===== src/design/i2cms_pkg.sv =====
// Shared types, constants and the command dispatch table of the I2C master bit sequencer.
// No dependencies.
package i2cms_pkg;

  localparam logic [7:0] AckTimeoutReset = 8'd200;
  localparam logic [3:0] BitsPerByte     = 4'd8;

  typedef enum logic [2:0] {
    CMD_START = 3'd0,
    CMD_STOP  = 3'd1,
    CMD_WRITE = 3'd2,
    CMD_WAIT  = 3'd3,
    CMD_READ  = 3'd4,
    CMD_ACK   = 3'd5,
    CMD_NACK  = 3'd6
  } cmd_e;

  typedef enum logic [3:0] {
    PH_IDLE    = 4'd0,
    PH_S_A     = 4'd1,
    PH_S_B     = 4'd2,
    PH_P_A     = 4'd3,
    PH_P_B     = 4'd4,
    PH_WR_LOW  = 4'd5,
    PH_WR_HIGH = 4'd6,
    PH_WA_RISE = 4'd7,
    PH_WA_POLL = 4'd8,
    PH_WA_HOLD = 4'd9,
    PH_RD_LOW  = 4'd10,
    PH_RD_HIGH = 4'd11,
    PH_AK_SET  = 4'd12,
    PH_AK_HIGH = 4'd13,
    PH_FINISH  = 4'd14
  } phase_e;

  // First phase of each command; the unused code leaves the block idle
  function automatic phase_e first_phase(input logic [2:0] cmd);
    phase_e ph;
    unique case (cmd)
      CMD_START: ph = PH_S_A;
      CMD_STOP:  ph = PH_P_A;
      CMD_WRITE: ph = PH_WR_LOW;
      CMD_WAIT:  ph = PH_WA_RISE;
      CMD_READ:  ph = PH_RD_LOW;
      CMD_ACK:   ph = PH_AK_SET;
      CMD_NACK:  ph = PH_AK_SET;
      default:   ph = PH_IDLE;
    endcase
    return ph;
  endfunction

endpackage


===== src/design/i2c_master_bit_sequencer.sv =====
// I2C master bit sequencer: one bit-phase tick in, one pin/status result out.
// Depends on i2cms_pkg.
//
//  channel | handshake               | payload
//  --------+-------------------------+------------------------------------------------
//  tick in | in_valid_i / in_ready_o | cmd_valid_i command_i write_data_i sda_sample_i
//  result  | out_valid_o/out_ready_i | scl_level_o sda_drive_o sda_level_o ready_res_o
//          |                         | done_res_o read_value_o ack_missing_o
//  config  | cfg_we_i (no wait)      | cfg_wdata_i (ack_timeout)
//
// Each tick is accepted, run through the phase logic, and the result lands in
// the output register on the same edge. A new tick is taken
// every cycle while the output register is empty or being drained.
// A stalled result holds the input side only when the output register is full.
// Reset puts the sequencer idle with both pins high and ack_timeout at 200.
module i2c_master_bit_sequencer
  import i2cms_pkg::*;
(
  input  logic       clk_i,
  input  logic       rst_ni,
  input  logic       cfg_we_i,
  input  logic [7:0] cfg_wdata_i,
  input  logic       in_valid_i,
  output logic       in_ready_o,
  input  logic       cmd_valid_i,
  input  logic [2:0] command_i,
  input  logic [7:0] write_data_i,
  input  logic       sda_sample_i,
  output logic       out_valid_o,
  input  logic       out_ready_i,
  output logic       scl_level_o,
  output logic       sda_drive_o,
  output logic       sda_level_o,
  output logic       ready_res_o,
  output logic       done_res_o,
  output logic [7:0] read_value_o,
  output logic       ack_missing_o
);

  logic [7:0] ack_timeout_q;
  phase_e     phase_q, phase_d, phase_cur;
  logic [3:0] bit_cnt_q, bit_cnt_d, bit_cnt_cur, bit_cnt_inc;
  logic [7:0] shift_q, shift_d, shift_cur;
  logic [7:0] tmo_q, tmo_d, tmo_dec;
  logic [2:0] act_cmd_q, act_cmd_d;
  logic       scl_q, scl_d;
  logic       sda_drv_q, sda_drv_d;
  logic       sda_lvl_q, sda_lvl_d;
  logic [7:0] last_read_q, last_read_d;
  logic       ack_fail_q, ack_fail_d;
  logic       idle, load, done, accept;
  logic       out_valid_q;

  // Accept while the result register is free or drains this cycle
  assign in_ready_o = !out_valid_q || out_ready_i;
  assign accept     = in_valid_i && in_ready_o;

  // Dispatch a new command when idle
  assign idle        = (phase_q == PH_IDLE);
  assign load        = idle && cmd_valid_i && (first_phase(command_i) != PH_IDLE);
  assign phase_cur   = load ? first_phase(command_i) : phase_q;
  assign bit_cnt_cur = load ? 4'd0 : bit_cnt_q;
  assign shift_cur   = load ? ((command_i == CMD_WRITE) ? write_data_i : 8'd0) : shift_q;
  assign act_cmd_d   = load ? command_i : act_cmd_q;
  assign bit_cnt_inc = bit_cnt_cur + 4'd1;
  assign tmo_dec     = tmo_q - 8'd1;

  // Next phase
  always_comb begin
    phase_d = PH_IDLE;
    unique case (phase_cur)
      PH_S_A:     phase_d = PH_S_B;
      PH_P_A:     phase_d = PH_P_B;
      PH_WR_LOW:  phase_d = PH_WR_HIGH;
      PH_WR_HIGH: phase_d = (bit_cnt_inc >= BitsPerByte) ? PH_FINISH : PH_WR_LOW;
      PH_WA_RISE: phase_d = PH_WA_POLL;
      PH_WA_POLL: begin
        if (!sda_sample_i) phase_d = PH_WA_HOLD;
        else if (tmo_dec == 8'd0) phase_d = PH_FINISH;
        else phase_d = PH_WA_POLL;
      end
      PH_WA_HOLD: phase_d = PH_FINISH;
      PH_RD_LOW:  phase_d = PH_RD_HIGH;
      PH_RD_HIGH: phase_d = (bit_cnt_inc >= BitsPerByte) ? PH_FINISH : PH_RD_LOW;
      PH_AK_SET:  phase_d = PH_AK_HIGH;
      PH_AK_HIGH: phase_d = PH_FINISH;
      default:    phase_d = PH_IDLE;
    endcase
  end

  // Pin levels, counters and status for this tick
  always_comb begin
    scl_d       = scl_q;
    sda_drv_d   = sda_drv_q;
    sda_lvl_d   = sda_lvl_q;
    bit_cnt_d   = bit_cnt_cur;
    shift_d     = shift_cur;
    tmo_d       = tmo_q;
    last_read_d = last_read_q;
    ack_fail_d  = ack_fail_q;
    done        = 1'b0;
    unique case (phase_cur)
      PH_S_A: begin
        sda_drv_d = 1'b1; sda_lvl_d = 1'b1; scl_d = 1'b1;
      end
      PH_S_B: begin
        sda_lvl_d = 1'b0; done = 1'b1;
      end
      PH_P_A: begin
        sda_drv_d = 1'b1; sda_lvl_d = 1'b0; scl_d = 1'b1;
      end
      PH_P_B: begin
        sda_lvl_d = 1'b1; done = 1'b1;
      end
      PH_WR_LOW: begin
        scl_d = 1'b0; sda_drv_d = 1'b1;
        sda_lvl_d = shift_cur[7];
        shift_d = {shift_cur[6:0], 1'b0};
      end
      PH_WR_HIGH: begin
        scl_d = 1'b1; bit_cnt_d = bit_cnt_inc;
      end
      PH_WA_RISE: begin
        sda_drv_d = 1'b0; scl_d = 1'b1; tmo_d = ack_timeout_q;
      end
      PH_WA_POLL: begin
        scl_d = 1'b1;
        if (sda_sample_i) begin
          tmo_d = tmo_dec;
          if (tmo_dec == 8'd0) ack_fail_d = 1'b1;
        end else begin
          ack_fail_d = 1'b0;
        end
      end
      PH_WA_HOLD: scl_d = 1'b1;
      PH_RD_LOW: begin
        sda_drv_d = 1'b0; sda_lvl_d = 1'b1; scl_d = 1'b0;
        shift_d = {shift_cur[6:0], 1'b0};
      end
      PH_RD_HIGH: begin
        scl_d = 1'b1;
        shift_d = {shift_cur[7:1], shift_cur[0] | sda_sample_i};
        bit_cnt_d = bit_cnt_inc;
      end
      PH_AK_SET: begin
        scl_d = 1'b0;
        if (act_cmd_d == CMD_ACK) begin
          sda_drv_d = 1'b1; sda_lvl_d = 1'b0;
        end else begin
          sda_drv_d = 1'b0; sda_lvl_d = 1'b1;
        end
      end
      PH_AK_HIGH: scl_d = 1'b1;
      PH_FINISH: begin
        scl_d = 1'b0; done = 1'b1;
        if (act_cmd_d == CMD_READ) last_read_d = shift_cur;
      end
      default: ;
    endcase
  end

  // Hold the timeout register; a running wait keeps the count it loaded
  always_ff @(posedge clk_i or negedge rst_ni) begin
    if (!rst_ni) begin
      ack_timeout_q <= AckTimeoutReset;
    end else if (cfg_we_i) begin
      ack_timeout_q <= cfg_wdata_i;
    end
  end

  // Advance the sequencer state on each accepted tick
  always_ff @(posedge clk_i or negedge rst_ni) begin
    if (!rst_ni) begin
      phase_q     <= PH_IDLE;
      bit_cnt_q   <= 4'd0;
      shift_q     <= 8'd0;
      tmo_q       <= 8'd0;
      act_cmd_q   <= 3'd0;
      scl_q       <= 1'b1;
      sda_drv_q   <= 1'b1;
      sda_lvl_q   <= 1'b1;
      last_read_q <= 8'd0;
      ack_fail_q  <= 1'b0;
    end else if (accept) begin
      phase_q     <= phase_d;
      bit_cnt_q   <= bit_cnt_d;
      shift_q     <= shift_d;
      tmo_q       <= tmo_d;
      act_cmd_q   <= act_cmd_d;
      scl_q       <= scl_d;
      sda_drv_q   <= sda_drv_d;
      sda_lvl_q   <= sda_lvl_d;
      last_read_q <= last_read_d;
      ack_fail_q  <= ack_fail_d;
    end
  end

  // Result register valid flag
  always_ff @(posedge clk_i or negedge rst_ni) begin
    if (!rst_ni) begin
      out_valid_q <= 1'b0;
    end else if (in_ready_o) begin
      out_valid_q <= in_valid_i;
    end
  end

  // Result payload: load with the tick's outputs
  always_ff @(posedge clk_i) begin
    if (accept) begin
      scl_level_o   <= scl_d;
      sda_drive_o   <= sda_drv_d;
      sda_level_o   <= sda_lvl_d;
      ready_res_o   <= idle;
      done_res_o    <= done;
      read_value_o  <= last_read_d;
      ack_missing_o <= ack_fail_d;
    end
  end

  assign out_valid_o = out_valid_q;

endmodule


===== config.mk =====
export PLATFORM = sky130hd
export DESIGN_NAME = i2c_master_bit_sequencer
export DESIGN_NICKNAME = d
export VERILOG_FILES = /design/src/design/i2cms_pkg.sv /design/src/design/i2c_master_bit_sequencer.sv
export SDC_FILE = /design/constraint.sdc
export NUM_CORES = 1
export LEC_CHECK = 0
export BUFFER_PORTS_ARGS = -buffer_cell sky130_fd_sc_hd__buf_2
export CORE_MARGIN = 1
export CORE_UTILIZATION = 35
export DETAILED_ROUTE_END_ITERATION = 6
export PLACE_DENSITY = 0.48
export SKIP_LAST_GASP = 1
export SLEW_MARGIN = 30
export SYNTH_ARGS = -nofsm -noshare
export SYNTH_HDL_FRONTEND = slang
export SYNTH_SLANG_ARGS = --single-unit

===== constraint.sdc =====
create_clock -name clk_i -period 4.45 [get_ports clk_i]
set_clock_uncertainty 0.2 [all_clocks]
set_input_delay 0.2225 -clock clk_i [delete_from_list [all_inputs] [get_ports clk_i]]
set_output_delay 0.2225 -clock clk_i [all_outputs]
set_load 0.005 [all_outputs]

# Yosys cells after proc, flatten, opt, wreduce, memory -nomap -nowiden
# Cells that the tools add are included.
op_classes:
  n_addsub: 2
  order_cmp: 1
  eq_ne: 23
  mux: 26
  n_bitwise: 1
  n_reduce_logical: 22
ops:
  columns: ["cell", "n"]
  rows:
  - ["2-to-1 mux 8 bit", 5]
  - ["case mux 4 bit (10 select lines)", 1]
  - ["case mux 8 bit (2 select lines)", 2]
  - ["== test 4 bit, second input constant", 7]
  - ["case mux 4 bit (6 select lines)", 1]
  - ["== test 4 x 3 -> 1 bit, second input constant", 4]
  - ["2-to-1 mux 4 bit", 4]
  - ["== test 3 bit, second input constant", 5]
  - ["2-to-1 mux 3 bit", 4]
  - ["OR reduction 2 bit", 6]
  - ["OR reduction 3 bit", 3]
  - ["== test 4 x 2 -> 1 bit, second input constant", 2]
  - ["logical NOT 8 bit", 1]
  - ["OR reduction 8 bit", 1]
  - ["subtractor 8 x 1 -> 8 bit, second input constant", 1]
  - ["== test 3 x 2 -> 1 bit, second input constant", 2]
  - ["2-to-1 mux 1 bit", 6]
  - ["adder 4 x 1 -> 4 bit, second input constant", 1]
  - ["== test 4 x 1 -> 1 bit, second input constant", 1]
  - [">= comparator 4 bit, second input constant", 1]
  - ["logical NOT 4 bit", 1]
  - ["case mux 1 bit (4 select lines)", 1]
  - ["nonzero test 4 bit", 1]
  - ["OR reduction 4 bit", 1]
  - ["other kinds (11)", 13]
totals:
  reg_bits: 62
  input_bits: 26
  output_inout_bits: 16
  wordCells: 94

# Logic depth before layout (Yosys ltp)
# Gate-level depths: netlist of the first run.
logic_depth:
  depth_word: 10
  mapped_depth: 10
  ltp_nobuf: 8

# Least setup slack after synthesis of the first run
# No wires, ideal clock.
synth_path:
  path_type: "reg-to-reg"
  startpoint: "register phase_q[3]"
  endpoint: "register last_read_q[0]"
  setup_time_ps: 125
  arrival_ps: 2436
  required_ps: 4125
  path_slack_ps: 1689
  stages_incl_launch_ff: 9
  path_buffers: 2
  synth_period_minus_slack_ps: 2761
  cell_sequence: "dfrtp_1 -> buf_6 -> or3b_4 -> o32ai_4 -> o221ai_2 -> nor4_4 -> and2_1 -> buf_6 -> mux2_4"
synth_between:
  elab_chain_cells: 7
  word_cells_on_any_way: 10
  cone_classes: "eq/ne: 2; mux: 5; reduce/logical: 3"
synth_lines:
  columns: ["element", "line_no", "text"]
  rows:
  - ["start, declared", "i2c_master_bit_sequencer.sv:41", "phase_e phase_q, phase_d, phase_cur;"]
  - ["start signal, assigned", "i2c_master_bit_sequencer.sv:185", "phase_q <= phase_d;"]
  - ["logical NOT 4 bit", "i2c_master_bit_sequencer.sv:59", "assign idle = (phase_q == PH_IDLE);"]
  - ["logical AND 1 bit (2 in a row)", "i2c_master_bit_sequencer.sv:60", "assign load = idle && cmd_valid_i && (first_phase(command_i) != PH_IDLE);"]
  - ["2-to-1 mux 3 bit", "i2c_master_bit_sequencer.sv:64", "assign act_cmd_d = load ? command_i : act_cmd_q;"]
  - ["== test 3 bit", "i2c_master_bit_sequencer.sv:156", "if (act_cmd_d == CMD_READ) last_read_d = shift_cur;"]
  - ["2-to-1 mux 8 bit", "i2c_master_bit_sequencer.sv:156", null]
  - ["2-to-1 mux 8 bit (*)", "i2c_master_bit_sequencer.sv:102", "unique case (phase_cur)"]
  - ["end signal, assigned", "i2c_master_bit_sequencer.sv:193", "last_read_q <= last_read_d;"]
  - ["end, declared", "i2c_master_bit_sequencer.sv:49", "logic [7:0] last_read_q, last_read_d;"]
# Mark *: on every way between the ends. The rest lies on a longest branch, timed or not.
# A chain may end at the register's enable or synchronous reset.

# Worst setup path in the final report of the first run
layout_path:
  startpoint: "register phase_q[2]"
  endpoint: "register last_read_q[2]"
# Same word-level chain as after synthesis.

==> results of run 1 <==
==> state kept, by name, indices dropped and copies added (netlist names), 3 cells and up <==
name / cells
bit_cnt_q: 4
read_value_o: 8
tmo_q: 8
shift_q: 8
ack_timeout_q: 8
act_cmd_q: 3
phase_q: 4
last_read_q: 8
==> routing by layer <==
layer	wire (um)	track usage, %
met5	0	0
met4	40	5.63
met3	296	3.76
met2	4000	28.4
met1	4460	26.5
==> cell families (layout without fill, tap and decap cells) <==
logic type      Yosys count  after routing  share of synthesized area [%]
fa+ha+maj                 3              3                           1.05
flops                    62             62                           45.3
simple gates            129            129                           18.3
compound gates          100            100                           19.5
mux                      32             32                           10.7
buf+inv                  34             85                           4.21
xor+xnor                  4              4                          0.975
==> metrics by stage <==
stage	instances	util [%]	hold slack (ps)	power (mW)	setup WS, ps
after floorplan	364	-	-273	1.60	1690
after global placement	520	39.4	197	1.83	884
after detailed placement	520	39.4	198	1.83	880
after CTS	548	42.3	66.3	2.27	868
after global routing	548	42.3	75.1	2.46	625
final	548	42.3	91.3	2.25	881
==> cells in the final DEF (no fill, tap or decap), types with 4 or more instances in the layout <==
master / n
a211oi_1: 4
a21oi_1: 21
a31oi_1: 5
and2_1: 5
buf_2: 41
buf_4: 5
clkbuf_8: 9
clkinv_2: 4
dfrtp_1: 42
dfstp_2: 6
dlygate4sd3_1: 12
edfxtp_1: 14
inv_1: 11
mux2_2: 18
mux2_4: 8
mux2i_1: 6
nand2_1: 39
nand2b_1: 9
nand3_1: 20
nor2_1: 22
nor3_1: 7
nor3b_1: 4
nor4_1: 5
o211ai_1: 8
o21ai_0: 26
o31ai_1: 4
==> how the worst max path moves through the flow <==
stage                     from              to  depth (start not counted)
floorplan           phase_q[3]  last_read_q[0]                          8
global placement    phase_q[2]  last_read_q[4]                          6
detailed placement  phase_q[2]  last_read_q[6]                          6
CTS                 phase_q[2]  last_read_q[1]                          6
global route        phase_q[2]  last_read_q[2]                          6
finish              phase_q[2]  last_read_q[2]                          6
==> final cells by class <==
class,instances,area share (%)
repair buffers,58,8.69
well taps,133,3.99
flip-flops and latches,62,39.0
inverters,11,0.989
clock inverters,5,0.659
clock buffers,11,3.15
multi-input cells,268,43.5
==> worst max-delay path: stages, from the launching register on <==
cell,delay (ps)
dfrtp_1,580
or3b_4,500
nor2_1,340
a21oi_1,200
nor4_4,650
and2_1,640
mux2_4,350
==> report_power, final <==
part	leakage [nW]	internal (mW)	switching (mW)
combinational	0.964	0.356	0.577
clock	0.0829	0.198	0.214
sequential	0.737	0.758	0.147
total	1.78	1.31	0.937
==> what timing repair did <==
action,CTS,global route
hold buffers,12,0
gates resized for setup,0,0
setup buffers,0,0
hold endpoints to repair,52,0
==> qor.txt, run 1 <==
Run status - completed
Avg WL per Cell - 16.1 um
DRT antenna net count - 0
Clock sink count - 62
Setup TNS - 0 ps
#FFs+latches synth - 62
Final hold vios - 0
Synth-to-layout area growth - 16.2%
Fillers - 995
DR vias - 2,906
Via density - 5.30
Crit Path Class - register to register
Post-DP HPWL - 5.91 mm
Initial Utilization - 36.4%
Endpoint class of the critical path - register
Max_slew headroom - 51.4%
CTS clock-pin slew for the worst setup and hold paths - 70 ps
Reg2reg setup slack - 880 ps
Global-route wire length before repair - 14.9 mm
Syn_area_per_cell - 9.87 um2
Placer Congestion - 0.831
Largest net degree at the start of global routing - 49
Finished Cell Area - 4180 um2
Max-cap violations - 0
Die width - 103 um
CTS Buf Count - 9
Drt drc - 0
Yosys Warn Count - 0
Power density cells - 539 nW/um2
H-tree depth - 3
Share of post-route cells with drive strength above 1 - 24.3%
Post-layout net count - 439
Tightest Hold Check Type - input pin to register
Initial DRC count - 164
Crit path DAT - 3580 ps
Synth top area cells - dfrtp_1, edfxtp_1, mux2_2
End point of the worst hold path - ack_timeout_q[4]
Final WL - 8.80 mm
Yosys top cell by area - dfrtp_1
Min Tclk post-route - 3570 ps
Top_reg_cell synth - dfrtp_1
Port bufs - 41
Hold Crit Depth - 2
Register area - 1630 um2
Synth Instances - 364
DRT Pass-1 Iters - 4
RSZ-0062 raised after global routing - false
FFs w/ async S/R, synth - 77.4%
CTS root buffer - clkbuf_8
CP required - 4460 ps
Setup violators final - 0
Diodes inserted - 0
Number of global-route vias before repair - 2,810
Leakage - 1.78 nW
Worst reg2reg endpoint - last_read_q[2]
Slew Limit Fails - 0
GR Overflow Total - 0
Startpoint types - register
Tot GR Track Use - 18.6%
Achievable Freq - 280 MHz
I/O pin total - 42
Origin of the critical flop-to-flop path - phase_q[2]
Syn_nets - 393
Multi-input gate area - 1820 um2
DP Area - 3890 um2
Netlist Area Pre-Place - 3590 um2
Core area - 9860 um2
Clk buf depth - 2
EDFF count, synth - 14
Die Area - 10,700 um2
Initial antenna violation count - 0
Reg2reg path depth - 6
Count leader, synth - dfrtp_1
Die H - 103 um
Row count - 36
Post-synth top cells - dfrtp_1, nand2_1, o21ai_0
Post-synthesis cell type count - 57
Seq/Total Area, Yosys - 45.4%
Post-synth top area share - 29.3%
Period utilization - 80.2%
Worst-path fanout max - 16
Worst VDD drop - 0.000190 V
Least-Margin Pin Slew - 724 ps
Hold Crit Start - cfg_we_i
CTS tree - done
Clock latency on the worst-skew pair - 330 ps
Note: power is estimated with default switching activity, not from simulation.
==> run 2, diff against run 1 <==
- ABC_AREA: unset -> 1
- PLACE_DENSITY: 0.48 -> 0.49
- clock period: 4.45 -> 3.6 ns (I/O delays scaled with it)
==> run 2 against run 1 <==
Clock-buffer cell count unchanged. Sequential cell count unchanged. Largest cell class is now flip-flops and latches. Critical endpoint is now sda_drive_o. Via count increased by 3.3%. Hold slack got worse by 56 ps.
==> qor.txt, run 2 <==
Run status - completed
Tot GR Track Use - 17.5%
Max-cap violations - 0
CTS root buffer - clkbuf_8
Hold Crit Depth - 3
Row count - 36
Origin of the critical flop-to-flop path - phase_q[0]
Initial Utilization - 35.9%
Max_slew headroom - 61.7%
Share of post-route cells with drive strength above 1 - 21.6%
Yosys top cell by area - dfrtp_1
CTS clock-pin slew for the worst setup and hold paths - 80 ps
Final WL - 8.07 mm
GRT met1 Usage - 22.4%
Post-layout net count - 525
Reg2reg path depth - 11
Largest net degree at the start of global routing - 37
CP required - 3510 ps
Setup TNS - 0 ps
Diodes inserted - 0
Die width - 102 um
Setup violators final - 0
Drt drc - 0
DRT Pass-1 Iters - 4
Sw frac - 40.0%
Tightest Hold Check Type - input pin to register
EDFF count, synth - 14
Seq/Total Area, Yosys - 46.7%
Hold Slack - 35.2 ps
Reg2reg setup slack - 1250 ps
Post-DP HPWL - 5.68 mm
Via density - 4.73
CP cell instances - dlygate4sd3_1, buf_2, nand3_2, nand2_2, nor2_8, nand2_2, nand2_4, nor2_4, nand2_1, nand2_1, nor2_1, nand3_1, and2_1
Clock sink count - 62
Portion of total power attributed to sequential cells - 35.6%
Yosys Warn Count - 0
Clk buf depth - 2
GR Util met3 - 2.80%
Clock latency on the worst-skew pair - 350 ps
Die Area - 10,400 um2
Post-synth top cells - nand2_1, inv_1, dfrtp_1
Leakage - 2.02 nW
Worst-path fanout max - 26
FFs w/ async S/R, synth - 77.4%
Synth-to-layout area growth - 20.9%
Core area - 9730 um2
CTS tree - done
Syn_area_per_cell - 8.04 um2
Syn_nets - 463
Synth Instances - 434
Netlist Area Pre-Place - 3490 um2
Initial DRC count - 112
Crit path DAT - 2310 ps
Comb pwr share - 41.2%
Initial antenna violation count - 0
H-tree depth - 3
Count leader, synth - nand2_1
Worst VDD drop - 0.000235 V
CP Buf/Inv Count - 2
Top delay family on crit path - simple AND/OR/NAND/NOR gates
Leading cell type in the layout, fill and taps excluded - nand2_1
Port bufs - 41
GR Overflow Total - 0
Startpoint types - input pin
Slew Limit Fails - 0
Final hold vios - 0
Clock share of power - 23.2%
CTS Buf Count - 9
Worst path slowest cell - dlygate4sd3_1
Least-Margin Pin Slew - 573 ps
DRT antenna net count - 0
Post-CTS Setup Inserts - 0
Hold Crit Start - cmd_valid_i
Sw power - 1.21 mW
Most frequent cells in the layout - nand2_1, inv_1, dfrtp_1
Internal Power - 1.82 mW
Achievable Freq - 416 MHz
Endpoint class of the critical path - register
Post-synthesis cell type count - 36
Synth top area cells - dfrtp_1, nand2_1, edfxtp_1
Fillers - 1,031
RSZ-0062 raised after global routing - false
Number of global-route vias before repair - 2,929
Crit Path Class - input pin to register
Die H - 102 um
End point of the worst hold path - act_cmd_q[2]
Power density cells - 719 nW/um2
Min Tclk post-route - 2400 ps
Placer Congestion - 0.902
Global-route wire length before repair - 13.9 mm
Worst stage delay on the critical path - 530 ps
Gr busiest metal - met2
Global routing usage on met2 - 29.4%
Top_reg_cell synth - dfrtp_1
#FFs+latches synth - 62
Cts repair resizes - 0
DR vias - 3,001
Period utilization - 66.7%
Worst reg2reg endpoint - sda_drive_o
Avg WL per Cell - 12.7 um
I/O pin total - 42
Post-synth top area share - 30.1%
-- run 2: logic make-up after synthesis --
kind of cell	count (synthesis)	share of synthesized area, %
muxes	4	1.29
buffers and inverters	66	8.18
adders and majority gates	3	1.08
AOI/OAI and AO/OA	77	11.8
and+or+nand+nor	214	28.9
DFF	62	46.7
xor gates and xnor gates	8	2.01
-- run 2: power groups by stage --
stage	sequential (mW)	clock [mW]	combinational [mW]
6_report	1.08	0.704	1.25
5_1_grt	1.11	0.746	1.43
2_1_floorplan	1.08	0	0.981
3_3_place_gp	1.09	0	1.23
3_5_place_dp	1.10	0	1.23
4_1_cts	1.08	0.721	1.26
-- run 2: cell type report --
class / count / area (um2) / share of cell area [%]
inverters: 54 / 205 / 4.87
clock inverters: 5 / 82.6 / 1.96
multi-input cells: 306 / 1570 / 37.3
clock buffers: 11 / 141 / 3.35
well taps: 133 / 166 / 3.95
repair buffers: 63 / 418 / 9.91
flip-flops and latches: 62 / 1630 / 38.6
-- run 2: tightest hold or removal path, stage by stage --
cell,delay [ps]
buf_2,120
nand3_2,150
o22ai_1,90
-- run 2: worst max-delay path by stage --
stage	startpoint	endpoint	slack, ps	cells after the start
after floorplan	out_valid_o	ack_missing_o	1590	4
after global placement	phase_q[3]	bit_cnt_q[2]	1250	11
after detailed placement	phase_q[0]	sda_drive_o	1230	11
after CTS	command_i[0]	sda_drive_o	1190	13
after global routing	command_i[0]	shift_q[1]	970	14
final	command_i[0]	sda_drive_o	1200	13
-- run 2: metal layers --
layer / share of wire (%) / wire [um]
met1: 46 / 3720
met3: 3.4 / 277
met5: 0 / 0
met4: 1.7 / 136
met2: 49 / 3930
-- run 2: repair_timing --
item | 4_1_cts | 5_1_grt
hold buffers | 19 | 0
hold endpoints to repair | 28 | 0
endpoints found under the setup margin | 0 | 0
-- run 2: metrics by stage --
stage | instance area (um2) | cells | utilization, % | worst slack, ps | total power, mW
2_1_floorplan | 3490 | 434 | - | 1590 | 2.06
3_3_place_gp | 3800 | 599 | 39.1 | 1250 | 2.32
3_5_place_dp | 3800 | 599 | 39.1 | 1230 | 2.33
4_1_cts | 4220 | 634 | 43.3 | 1190 | 3.06
5_1_grt | 4220 | 634 | 43.3 | 970 | 3.29
6_report | 4220 | 634 | 43.3 | 1200 | 3.03
==> run 3, diff against run 2 <==
- clock period: 3.6 -> 2.5 ns (I/O delays scaled with it)
==> run 3 against run 2 <==
Clock-buffer cell count down 1. Sequential share of layout area down 0.71 points. Final cell count up 2.2%. Sequential cell count unchanged. Non-clock buffer count up 14. Largest cell class unchanged. Wire length up 3.3%. Combinational power up 49%. Hold slack worse by 9.9 ps. Design area up 1.9%. Clock power up 6.2%. Critical endpoint is now read_value_o[3].
==> qor.txt, run 3 (same netlist as run 2, synthesis figures left out) <==
Run status - completed
CP cell instances - dlygate4sd3_1, buf_2, nand3_2, nand2_2, nor2_8, buf_4, o21ai_1, nand2_1, nor2_2, nand2_2, nand2_1, o21ai_1
Sw frac - 42.1%
Setup violators final - 0
Setup TNS - 0 ps
Core area - 9730 um2
Endpoint class of the critical path - register
Power density cells - 969 nW/um2
Slew Limit Fails - 0
Clock share of power - 18.0%
Fillers - 1,016
Initial antenna violation count - 0
CTS root buffer - clkbuf_8
Drt drc - 0
Worst path slowest cell - dlygate4sd3_1
Hold Crit Depth - 5
Max-cap violations - 0
Pwr Total - 4.16 mW
Post-CTS Setup Inserts - 0
Leading cell type in the layout, fill and taps excluded - nand2_1
Dpl cells - 603
Internal Power - 2.41 mW
Leakage - 2.06 nW
Portion of total power attributed to sequential cells - 37.4%
Crit path to - read_value_o[3]
Achievable Freq - 442 MHz
Min Tclk post-route - 2260 ps
Post-layout net count - 539
Initial Utilization - 35.9%
CTS tree - done
Final WL - 8.34 mm
Origin of the critical flop-to-flop path - phase_q[0]
Fin cells - 648
Worst stage delay on the critical path - 520 ps
H-tree depth - 3
Top Metal Used - met4
Via density - 4.69
Synth-to-layout area growth - 23.1%
Die width - 102 um
Final hold vios - 0
Largest net degree at the start of global routing - 49
Most frequent cells in the layout - nand2_1, inv_1, dfrtp_1
Global-route wire length before repair - 13.9 mm
Placer Congestion - 0.905
GR Overflow Total - 0
Tot GR Track Use - 17.8%
Avg WL per Cell - 12.9 um
Worst reg2reg endpoint - tmo_q[6]
Start point of the critical path - command_i[0]
Crit Path Class - input pin to register
Die H - 102 um
Die Area - 10,400 um2
Least-Margin Pin Slew - 664 ps
Hold Slack - 25.3 ps
Diodes inserted - 0
DRT antenna net count - 0
CTS Buf Count - 9
DR vias - 3,036
Worst-path fanout max - 20
Clk buf depth - 2
Startpoint types - input pin
Comb pwr share - 44.6%
Reg2reg path depth - 13
Number of global-route vias before repair - 2,909
Reg2reg setup slack - 250 ps
Port bufs - 41
I/O pin total - 42
Post-DP HPWL - 5.74 mm
Tightest Hold Check Type - input pin to register
WL met3 - 248 um
Worst VDD drop - 0.000295 V
WL met1 - 3.95 mm
Row count - 36
Clock latency on the worst-skew pair - 350 ps
RSZ-0062 raised after global routing - false
Clock sink count - 62
Period utilization - 90.5%
CTS clock-pin slew for the worst setup and hold paths - 70 ps
Crit path DAT - 2160 ps
DRT Pass-1 Iters - 4
Sw power - 1.75 mW
WL met2 - 4.00 mm
Max_slew headroom - 55.7%
Initial DRC count - 94
Share of post-route cells with drive strength above 1 - 21.4%
CP required - 2390 ps
## run 3: per-stage QoR
stage | utilization (%) | setup WS (ps) | instance area, um2
floorplan | - | 494 | 3490
global placement | 39.5 | 249 | 3840
detailed placement | 39.5 | 216 | 3840
CTS | 44.1 | 116 | 4290
global route | 44.1 | 7.91 | 4300
finish | 44.1 | 236 | 4300
## run 3: worst min-delay path by stage
stage / startpoint / endpoint / slack, ps
after floorplan: rst_ni / ack_fail_q / -370
after global placement: rst_ni / last_read_q[4] / 90
after detailed placement: rst_ni / last_read_q[4] / 90
after CTS: write_data_i[6] / shift_q[6] / 20
after global routing: write_data_i[6] / shift_q[6] / 100
final: write_data_i[6] / shift_q[6] / 30
## run 3: final cells by class
cell class,count,area (um2),share of cell area [%]
sequential,62,1630,37.9
tap,133,166,3.87
clock inverter,6,28.8,0.670
timing repair buffer,77,561,13.0
multi-input combinational,306,1570,36.6
inverter,54,209,4.86
clock buffer,10,128,2.97
## run 3: per-layer routing
layer  vias to the layer above  GRT usage, %
met5                         -             0
met4                         0          7.91
met3                        12          3.83
met2                        38          29.8
met1                      1432          22.0
li1                       1554             -
## run 3: worst max-delay path, delay by kind of cell
kind | cells | cell delay (ps)
AOI/OAI and AO/OA | 2 | 260
buffers and inverters | 3 | 910
and+or+nand+nor | 7 | 860
## run 3: timing repair
action,4_1_cts,5_1_grt
endpoints found under the hold margin,58,0
hold buffers,29,0
gates resized for setup,0,1
endpoints found under the setup margin,0,8
## run 3: power by group through the flow
stage | clock network, mW | registers [mW] | logic, mW
after floorplan | 0 | 1.55 | 1.41
after global placement | 0 | 1.58 | 1.81
after detailed placement | 0 | 1.58 | 1.82
after CTS | 0.779 | 1.56 | 1.87
after global routing | 0.818 | 1.60 | 2.11
final | 0.748 | 1.56 | 1.86
